`src/rtl/lfr64_pkg.sv`:
```
`default_nettype none

package lfr64_pkg;

    // Operation codes carried in the op field of an input word.
    localparam logic OP_START = 1'b0;
    localparam logic OP_DATA  = 1'b1;

    // Source selects for the output word register.
    localparam logic [1:0] EMIT_NONE  = 2'd0;
    localparam logic [1:0] EMIT_DIGIT = 2'd1;
    localparam logic [1:0] EMIT_DOT   = 2'd2;
    localparam logic [1:0] EMIT_ALPHA = 2'd3;

    // Fixed ASCII codes.
    localparam logic [6:0] CHAR_DOT   = 7'h2e;
    localparam logic [6:0] CHAR_ZERO  = 7'h30;
    localparam logic [6:0] CHAR_UPPER = 7'h40;
    localparam logic [6:0] CHAR_LOWER = 7'h46;
    localparam logic [6:0] CHAR_DIGIT = 7'h05;
    localparam logic [6:0] CHAR_PLUS  = 7'h2b;

    // Commands from the controller to the datapath.
    typedef struct packed {
        logic       load_start;
        logic       load_data;
        logic       conv_step;
        logic       digit_shift;
        logic [1:0] emit_sel;
        logic       emit_last;
        logic       group_shift;
        logic       close_block;
    } lfr64_cmd_t;

    // Status from the datapath to the controller.
    typedef struct packed {
        logic active;
        logic rem_zero;
        logic cnt_is12;
        logic cnt_is6;
        logic top_zero;
        logic conv_last;
        logic digit_last;
        logic out_free;
    } lfr64_sts_t;

    // Alphabet: '.', 'A'-'Z', 'a'-'z', '0'-'9', '+'.
    function automatic logic [6:0] alpha_char(input logic [5:0] idx);
        logic [6:0] wide_idx;
        logic [6:0] ch;
        wide_idx = {1'b0, idx};
        if (idx == 6'd0)
        begin
            ch = CHAR_DOT;
        end
        else if (idx <= 6'd26)
        begin
            ch = CHAR_UPPER + wide_idx;
        end
        else if (idx <= 6'd52)
        begin
            ch = CHAR_LOWER + wide_idx;
        end
        else if (idx <= 6'd62)
        begin
            ch = wide_idx - CHAR_DIGIT;
        end
        else
        begin
            ch = CHAR_PLUS;
        end
        return ch;
    endfunction

endpackage

`default_nettype wire

```
`src/rtl/lfr64_dpath.sv`:
```
`default_nettype none

module lfr64_dpath
    import lfr64_pkg::*;
#(
    parameter int LENGTH_BITS = 24
)
(
    input  wire logic                   clk,
    input  wire logic                   rst_n,
    input  wire logic [LENGTH_BITS-1:0] block_length,
    input  wire logic [7:0]             data_byte,
    input  wire logic                   out_stall,
    input  wire lfr64_cmd_t             cmd,
    output lfr64_sts_t                  sts,
    output logic                        out_valid,
    output logic [6:0]                  out_char,
    output logic                        is_last
);

    // Decimal digits needed for the largest length value.
    localparam int NDIG = (LENGTH_BITS * 30103) / 100000 + 1;
    localparam int BCW  = $clog2(LENGTH_BITS + 1);
    localparam int DCW  = $clog2(NDIG + 1);
    localparam int BCDW = NDIG * 4;

    logic [LENGTH_BITS-1:0] bin_reg, bin_next;
    logic [BCDW-1:0]        bcd_reg, bcd_next, bcd_adj;
    logic [BCW-1:0]         bit_cnt_reg, bit_cnt_next;
    logic [DCW-1:0]         dig_cnt_reg, dig_cnt_next;
    logic [11:0]            acc_reg, acc_next;
    logic [3:0]             cnt_reg, cnt_next;
    logic [LENGTH_BITS-1:0] remain_reg, remain_next;
    logic                   active_reg, active_next;
    logic                   out_valid_reg, out_valid_next;
    logic [6:0]             out_char_reg, out_char_next;
    logic                   is_last_reg, is_last_next;
    logic [3:0]             top_digit;

    assign top_digit = bcd_reg[BCDW-1 -: 4];

    // Add-3 correction on every BCD digit before the next shift.
    always_comb
    begin
        logic [3:0] d;
        d = 4'd0;
        for (int i = 0; i < NDIG; i++)
        begin
            d = bcd_reg[i*4 +: 4];
            bcd_adj[i*4 +: 4] = (d >= 4'd5) ? d + 4'd3 : d;
        end
    end

    // Next values of the conversion and bit-packing registers.
    always_comb
    begin
        bin_next     = bin_reg;
        bcd_next     = bcd_reg;
        bit_cnt_next = bit_cnt_reg;
        dig_cnt_next = dig_cnt_reg;
        acc_next     = acc_reg;
        cnt_next     = cnt_reg;
        remain_next  = remain_reg;
        active_next  = active_reg;

        if (cmd.load_start)
        begin
            bin_next     = block_length;
            bcd_next     = '0;
            bit_cnt_next = BCW'(LENGTH_BITS);
            dig_cnt_next = DCW'(NDIG);
            acc_next     = 12'd0;
            cnt_next     = 4'd0;
            remain_next  = block_length;
            active_next  = |block_length;
        end
        if (cmd.conv_step)
        begin
            bcd_next     = {bcd_adj[BCDW-2:0], bin_reg[LENGTH_BITS-1]};
            bin_next     = bin_reg << 1;
            bit_cnt_next = bit_cnt_reg - 1'b1;
        end
        if (cmd.digit_shift)
        begin
            bcd_next     = bcd_reg << 4;
            dig_cnt_next = dig_cnt_reg - 1'b1;
        end
        if (cmd.load_data)
        begin
            acc_next    = {8'd0, acc_reg[3:0]} | ({4'd0, data_byte} << cnt_reg[2:0]);
            cnt_next    = cnt_reg + 4'd8;
            remain_next = remain_reg - 1'b1;
        end
        if (cmd.group_shift)
        begin
            acc_next = acc_reg >> 6;
            cnt_next = cnt_reg - 4'd6;
        end
        if (cmd.close_block)
        begin
            acc_next    = 12'd0;
            cnt_next    = 4'd0;
            active_next = 1'b0;
        end
    end

    // Output word register; it frees when the word is taken.
    always_comb
    begin
        out_char_next  = out_char_reg;
        is_last_next   = is_last_reg;
        out_valid_next = out_valid_reg & out_stall;
        case (cmd.emit_sel)
            EMIT_DIGIT:
            begin
                out_char_next = CHAR_ZERO | {3'd0, top_digit};
            end
            EMIT_DOT:
            begin
                out_char_next = CHAR_DOT;
            end
            EMIT_ALPHA:
            begin
                out_char_next = alpha_char(acc_reg[5:0]);
            end
            default:
            begin
                out_char_next = out_char_reg;
            end
        endcase
        if (cmd.emit_sel != EMIT_NONE)
        begin
            is_last_next   = cmd.emit_last;
            out_valid_next = 1'b1;
        end
    end

    // Control state.
    always_ff @(posedge clk or negedge rst_n)
    begin
        if (!rst_n)
        begin
            acc_reg       <= 12'd0;
            cnt_reg       <= 4'd0;
            remain_reg    <= '0;
            active_reg    <= 1'b0;
            out_valid_reg <= 1'b0;
        end
        else
        begin
            acc_reg       <= acc_next;
            cnt_reg       <= cnt_next;
            remain_reg    <= remain_next;
            active_reg    <= active_next;
            out_valid_reg <= out_valid_next;
        end
    end

    // Payload registers.
    always_ff @(posedge clk)
    begin
        bin_reg      <= bin_next;
        bcd_reg      <= bcd_next;
        bit_cnt_reg  <= bit_cnt_next;
        dig_cnt_reg  <= dig_cnt_next;
        out_char_reg <= out_char_next;
        is_last_reg  <= is_last_next;
    end

    // Status back to the controller.
    always_comb
    begin
        sts.active     = active_reg;
        sts.rem_zero   = (remain_reg == '0);
        sts.cnt_is12   = (cnt_reg == 4'd12);
        sts.cnt_is6    = (cnt_reg == 4'd6);
        sts.top_zero   = (top_digit == 4'd0);
        sts.conv_last  = (bit_cnt_reg == BCW'(1));
        sts.digit_last = (dig_cnt_reg == DCW'(1));
        sts.out_free   = !out_valid_reg || !out_stall;
    end

    assign out_valid = out_valid_reg;
    assign out_char  = out_char_reg;
    assign is_last   = is_last_reg;

`ifndef ASSERT_OFF
    // The bit buffer never holds more than two groups, always an even count.
    a_cnt_range: assert property (@(posedge clk) disable iff (!rst_n)
        (cnt_reg <= 4'd12) && !cnt_reg[0])
        else $error("bit buffer count out of range");

    // With no block open, no leftover bits remain.
    a_idle_clear: assert property (@(posedge clk) disable iff (!rst_n)
        !active_reg |-> (cnt_reg == 4'd0))
        else $error("leftover bits held while no block is open");

    // A loaded word is shown as valid in the next cycle.
    a_emit_valid: assert property (@(posedge clk) disable iff (!rst_n)
        (cmd.emit_sel != EMIT_NONE) |=> out_valid_reg)
        else $error("emitted word not presented");
`endif

endmodule

`default_nettype wire

```
`src/rtl/lfr64_ctrl.sv`:
```
`default_nettype none

module lfr64_ctrl
    import lfr64_pkg::*;
(
    input  wire logic       clk,
    input  wire logic       rst_n,
    input  wire logic       in_valid,
    input  wire logic       op,
    input  wire lfr64_sts_t sts,
    output lfr64_cmd_t      cmd,
    output logic            in_stall
);

    localparam logic [2:0] S_IDLE = 3'd0;
    localparam logic [2:0] S_CONV = 3'd1;
    localparam logic [2:0] S_DIG  = 3'd2;
    localparam logic [2:0] S_DOT  = 3'd3;
    localparam logic [2:0] S_EMIT = 3'd4;
    localparam logic [2:0] S_PAD  = 3'd5;

    logic [2:0] state_reg, state_next;
    logic       started_reg, started_next;

    // A new word is taken only in the idle state.
    assign in_stall = (state_reg != S_IDLE);

    // Sequencing of conversion, digit output and character output.
    always_comb
    begin
        cmd          = '0;
        state_next   = state_reg;
        started_next = started_reg;
        case (state_reg)
            S_IDLE:
            begin
                if (in_valid)
                begin
                    if (op == OP_START)
                    begin
                        cmd.load_start = 1'b1;
                        started_next   = 1'b0;
                        state_next     = S_CONV;
                    end
                    else if (sts.active)
                    begin
                        cmd.load_data = 1'b1;
                        state_next    = S_EMIT;
                    end
                end
            end
            S_CONV:
            begin
                cmd.conv_step = 1'b1;
                if (sts.conv_last)
                begin
                    state_next = S_DIG;
                end
            end
            S_DIG:
            begin
                // Leading zeros are dropped, but the last digit always goes out.
                if (!started_reg && sts.top_zero && !sts.digit_last)
                begin
                    cmd.digit_shift = 1'b1;
                end
                else if (sts.out_free)
                begin
                    cmd.emit_sel    = EMIT_DIGIT;
                    cmd.digit_shift = 1'b1;
                    started_next    = 1'b1;
                    if (sts.digit_last)
                    begin
                        state_next = S_DOT;
                    end
                end
            end
            S_DOT:
            begin
                if (sts.out_free)
                begin
                    cmd.emit_sel  = EMIT_DOT;
                    cmd.emit_last = !sts.active;
                    state_next    = S_IDLE;
                end
            end
            S_EMIT:
            begin
                if (sts.out_free)
                begin
                    cmd.emit_sel    = EMIT_ALPHA;
                    cmd.group_shift = 1'b1;
                    cmd.emit_last   = sts.rem_zero && sts.cnt_is6;
                    if (sts.cnt_is12)
                    begin
                        state_next = S_EMIT;
                    end
                    else if (sts.cnt_is6)
                    begin
                        cmd.close_block = sts.rem_zero;
                        state_next      = S_IDLE;
                    end
                    else if (sts.rem_zero)
                    begin
                        state_next = S_PAD;
                    end
                    else
                    begin
                        state_next = S_IDLE;
                    end
                end
            end
            S_PAD:
            begin
                if (sts.out_free)
                begin
                    cmd.emit_sel    = EMIT_ALPHA;
                    cmd.emit_last   = 1'b1;
                    cmd.close_block = 1'b1;
                    state_next      = S_IDLE;
                end
            end
            default:
            begin
                state_next = S_IDLE;
            end
        endcase
    end

    // State registers.
    always_ff @(posedge clk or negedge rst_n)
    begin
        if (!rst_n)
        begin
            state_reg   <= S_IDLE;
            started_reg <= 1'b0;
        end
        else
        begin
            state_reg   <= state_next;
            started_reg <= started_next;
        end
    end

`ifndef ASSERT_OFF
    // Nothing is written to the output register while it still holds a word.
    a_emit_free: assert property (@(posedge clk) disable iff (!rst_n)
        (cmd.emit_sel != EMIT_NONE) |-> sts.out_free)
        else $error("output word overwritten");

    // An accepted byte of an open block always leads to character output.
    a_data_path: assert property (@(posedge clk) disable iff (!rst_n)
        (state_reg == S_IDLE && in_valid && op && sts.active) |=> (state_reg == S_EMIT))
        else $error("data byte of an open block not encoded");
`endif

endmodule

`default_nettype wire

```
`src/rtl/lsb_first_radix64_encoder.sv`:
```
// A start word runs the double-dabble conversion over all LENGTH_BITS bits, then steps through
// each decimal digit position and then writes the '.'.
// A data byte is accepted, then each character it yields is written out in turn.
// One word at a time runs through the shared double-dabble and bit-packing datapath.
// A stalled output holds the sequencer wherever it must write a character; the output word register is one deep.
// Reset (rst_n, asynchronous, active low) closes any open block and empties the output.
`default_nettype none

module lsb_first_radix64_encoder
    import lfr64_pkg::*;
#(
    parameter int LENGTH_BITS = 24
)
(
    input  wire logic                   clk,
    input  wire logic                   rst_n,
    input  wire logic                   in_valid,
    output logic                        in_stall,
    input  wire logic                   op,
    input  wire logic [LENGTH_BITS-1:0] block_length,
    input  wire logic [7:0]             data_byte,
    output logic                        out_valid,
    input  wire logic                   out_stall,
    output logic [6:0]                  out_char,
    output logic                        is_last
);

    lfr64_cmd_t cmd;
    lfr64_sts_t sts;

    // Sequencer.
    lfr64_ctrl u_ctrl (
        .clk      (clk),
        .rst_n    (rst_n),
        .in_valid (in_valid),
        .op       (op),
        .sts      (sts),
        .cmd      (cmd),
        .in_stall (in_stall)
    );

    // Conversion, packing and output register.
    lfr64_dpath #(
        .LENGTH_BITS (LENGTH_BITS)
    ) u_dpath (
        .clk          (clk),
        .rst_n        (rst_n),
        .block_length (block_length),
        .data_byte    (data_byte),
        .out_stall    (out_stall),
        .cmd          (cmd),
        .sts          (sts),
        .out_valid    (out_valid),
        .out_char     (out_char),
        .is_last      (is_last)
    );

endmodule

`default_nettype wire

```
`config.mk`:
```
export PLATFORM = sky130hd
export DESIGN_NAME = lsb_first_radix64_encoder
export DESIGN_NICKNAME = d
export VERILOG_FILES = /design/src/rtl/lfr64_pkg.sv /design/src/rtl/lfr64_dpath.sv /design/src/rtl/lfr64_ctrl.sv /design/src/rtl/lsb_first_radix64_encoder.sv
export SDC_FILE = /design/constraint.sdc
export NUM_CORES = 1
export LEC_CHECK = 0
export ABC_AREA = 1
export CAP_MARGIN = 10
export CORE_MARGIN = 3
export CORE_UTILIZATION = 64
export DETAILED_ROUTE_END_ITERATION = 6
export DONT_BUFFER_PORTS = 1
export GPL_TIMING_DRIVEN = 1
export PLACE_DENSITY = 0.83
export SLEW_MARGIN = 20
export SYNTH_ARGS = -nofsm -noshare
export SYNTH_HDL_FRONTEND = slang
export SYNTH_SLANG_ARGS = --single-unit
```
`constraint.sdc`:
```
create_clock -name clk -period 2.45 [get_ports clk]
set_input_delay 0.3675 -clock clk [delete_from_list [all_inputs] [get_ports clk]]
set_output_delay 0.3675 -clock clk [all_outputs]
set_load 0.05 [all_outputs]
```
==> summary.md <==
| Metric | Value |
|---|---|
| Initial core utilization | 67.5% |
| Dpl cell area | 7290 um2 |
| Final Util | 74.6% |
| Root Driver | clkbuf_8 |
| Hold_buf cts | 4 |
| Worst Tran Pin Value | 0.491 ns |
| RePlAce Congestion | 0.969 |
| # IOs | 47 |
| Slew Limit Fails | 0 |
| Dominant synthesized flop cell | edfxtp_1 |
| EDFF count, synth | 68 |
| Total congestion overflow | 0 |
| Port Buffers | 0 |
| Final worst-path setup slack | 0.429 ns |
| CP max FO | 7 |
| Highest Clock Rate | 0.495 GHz |
| Drt initial violations | 821 |
| Final Hold Fails | 0 |
| Top delay family on crit path | flip-flops |
| Crit-path max cell delay | 0.48 ns |
| Worst EP arrival | 1.65 ns |
| Worst-Skew Late Latency | 0.53 ns |
| CTS tree | done |
| Die Area | 12500 um2 |
| Synthesis-to-layout area growth | 10.5% |
| First-pass GRT wire length | 29800 um |
| ANT cells | 0 |
| Final wirelength | 17500 um |
| Worst Hold Path Cells | 2 |
| Initial antenna violation count | 0 |
| Synth warn | 0 |
| Levels on crit path | 4 |
| Final setup fails | 0 |
| Fin crit share | 82.5% |
| Slowest-stage cell, CP | dfrtp_1 |
| R2R Path Start | u_ctrl.state_reg[1]$_DFFE_PN0P_ |
| Hold Crit Start | block_length[10] |
| # DRC | 0 |
| Max clock buf depth | 2 |
| Worst Path Buf+Inv | 2 |
| Synth Cell Area | 7150 um2 |
| Largest net degree at the start of global routing | 46 |
| Worst-case clock skew | 0.00891 ns |
| Post-synthesis average cell area | 7.89 um2 |
| Synth Register Bits | 118 |
| Critical-path cell list | inv_2 > nand2_2 > nor2_4 > inv_1 |
| Syn_nets | 974 |
| Vias per inst | 6.01 |
| Status | finished, final reports clean |
| Crit Path Class | flop to output pin |
| Dpl ws | 0.498 ns |
| Worst setup SP type | flop |
| R2R Path End | u_dpath.remain_reg[6]$_DFFE_PN0P_ |
| Share of layout cells above drive strength 1 | 7.20% |
| VDD IR max | 0.793 mV |
| Post-layout min period | 2.02 ns |
| Worst reg2reg path depth | 7 |
| Largest register FFs | 32 |
| Dpl cells | 1030 |
| Req. time, crit path | 2.08 ns |
| Post-CTS Resized | 0 |
| DP Wirelength | 11800 um |
| Routed len/inst | 16.4 um |
| WHS | 0.0123 ns |
| Asr flop ratio synth | 38.1% |
| CORE AREA | 10600 um2 |
| Via count | 6406 |
| CP endpoint kind | output pin |
| Pwr Density | 1420 nW/um2 |
| # Post-CTS Setup Buffers | 0 |
| Cts bufs inserted | 17 |
| R2R Setup Slk | 0.46 ns |
| Clock slew at reported path FFs | 0.05 ns |
| Core Rows | 37 |
| Die W | 112 um |
| Post-Synthesis Cells | 907 |
| Post-route ant nets | 0 |
| Setup TNS | 0 ns |
| RSZ-0062 raised after global routing | no |
| TritonRoute pass-1 iters | 7 |
| Sequential share of the synthesized area | 45.7% |
| Vias in the first global route | 6349 |
| Post-synth cell types | 46 |
| Worst Hold End | u_dpath.remain_reg[10]$_DFFE_PN0P_ |
| Final Cell Area | 7910 um2 |
| Sink Count | 118 |
| Fin cells | 1066 |
| Max-Cap Viols | 0 |
| Power, Total | 11.2 mW |
| H-tree levels | 4 |
| Global Route Usage Sum | 29.3% |
| Worst Hold Class | input port to flop |
| Final #Nets | 984 |
| Max_slew headroom | 67.2% |
| Die H | 112 um |
| Leakage Power | 3.60 nW |
-- layout make-up --
type	count	area, um2
multi-input cells	643	3310
flip-flops and latches	118	3270
fillers	747	2690
inverters	126	475
clock buffers	21	429
well taps	136	170
clock inverters	11	135
repair buffers	11	123
-- layer usage --
layer  share of wire (%)  wire length, um  global-route usage (%)
met5                   0                0                       0
met4                 2.4              413                    12.0
met3                 8.1             1410                    6.96
met2                  48             8460                    48.0
met1                  41             7210                    37.6
-- worst max path at each step --
stage                                        endpoint                             from  slack (ns)
CTS                                          in_stall  u_ctrl.state_reg[1]$_DFFE_PN0P_        0.46
global placement        u_dpath.out_char[3]$_DFFE_PP_   u_dpath.acc_reg[1]$_DFFE_PN0P_        0.55
global route        u_dpath.remain_reg[4]$_DFFE_PN0P_  u_ctrl.state_reg[2]$_DFFE_PN0P_        0.26
floorplan               u_dpath.bcd_reg[10]$_DFFE_PP_      u_dpath.out_valid$_DFF_PN0_        0.09
finish                                       in_stall  u_ctrl.state_reg[0]$_DFFE_PN0P_        0.43
detailed placement      u_dpath.out_char[3]$_DFFE_PP_   u_dpath.acc_reg[1]$_DFFE_PN0P_        0.50
-- placed cells by master (no fill, tap or decap), types with 7 or more instances in the layout --
master     count
nor3_1         8
xnor2_1        7
inv_2          8
dfrtp_1       45
nand4_1        8
edfxtp_1      68
o32ai_1        7
nand3_1       61
nand2_2        7
a21oi_1       16
inv_1        116
nor2_1       105
o21ai_0       86
xor2_1        12
clkbuf_16     16
ha_1          30
o22ai_1       23
nand2_1      228
-- synth_stat cells (4+ instances only) --
library cell | count | share of area, %
buf_4 | 4 | 0.42
nand4_1 | 8 | 0.70
dfrtp_1 | 45 | 16
nor2_1 | 105 | 5.5
nand2_2 | 7 | 0.61
edfxtp_1 | 68 | 29
o21ai_0 | 86 | 6.0
o22ai_1 | 23 | 2.0
nand3_1 | 61 | 4.3
nand2_1 | 228 | 12
inv_1 | 116 | 6.1
ha_1 | 30 | 5.2
o21ai_1 | 6 | 0.42
o32ai_1 | 7 | 0.86
xnor2_1 | 7 | 0.86
inv_2 | 8 | 0.42
o211ai_1 | 5 | 0.52
buf_2 | 9 | 0.63
nor3_1 | 8 | 0.56
dfxtp_1 | 5 | 1.4
clkbuf_1 | 6 | 0.31
xor2_1 | 12 | 1.5
a21oi_1 | 16 | 1.1
-- kinds of logic (layout without fill, tap and decap cells) --
| kind of cell | Yosys count | count (layout) | synth area share (%) |
|---|---|---|---|
| simple gates | 437 | 437 | 26.2 |
| compound gates | 157 | 157 | 12.5 |
| buf+inv | 146 | 169 | 8.08 |
| flops | 118 | 118 | 45.7 |
| fa+ha+maj | 30 | 30 | 5.25 |
| xor+xnor | 19 | 19 | 2.33 |
-- report_power, final --
part / switching [mW] / leakage, nW / internal (mW)
sequential: 0.956 / 1.26 / 3.28
clock: 0.888 / 0.267 / 1.53
combinational: 3.10 / 2.07 / 1.45
No activity file was read; power rests on OpenSTA's default activity.
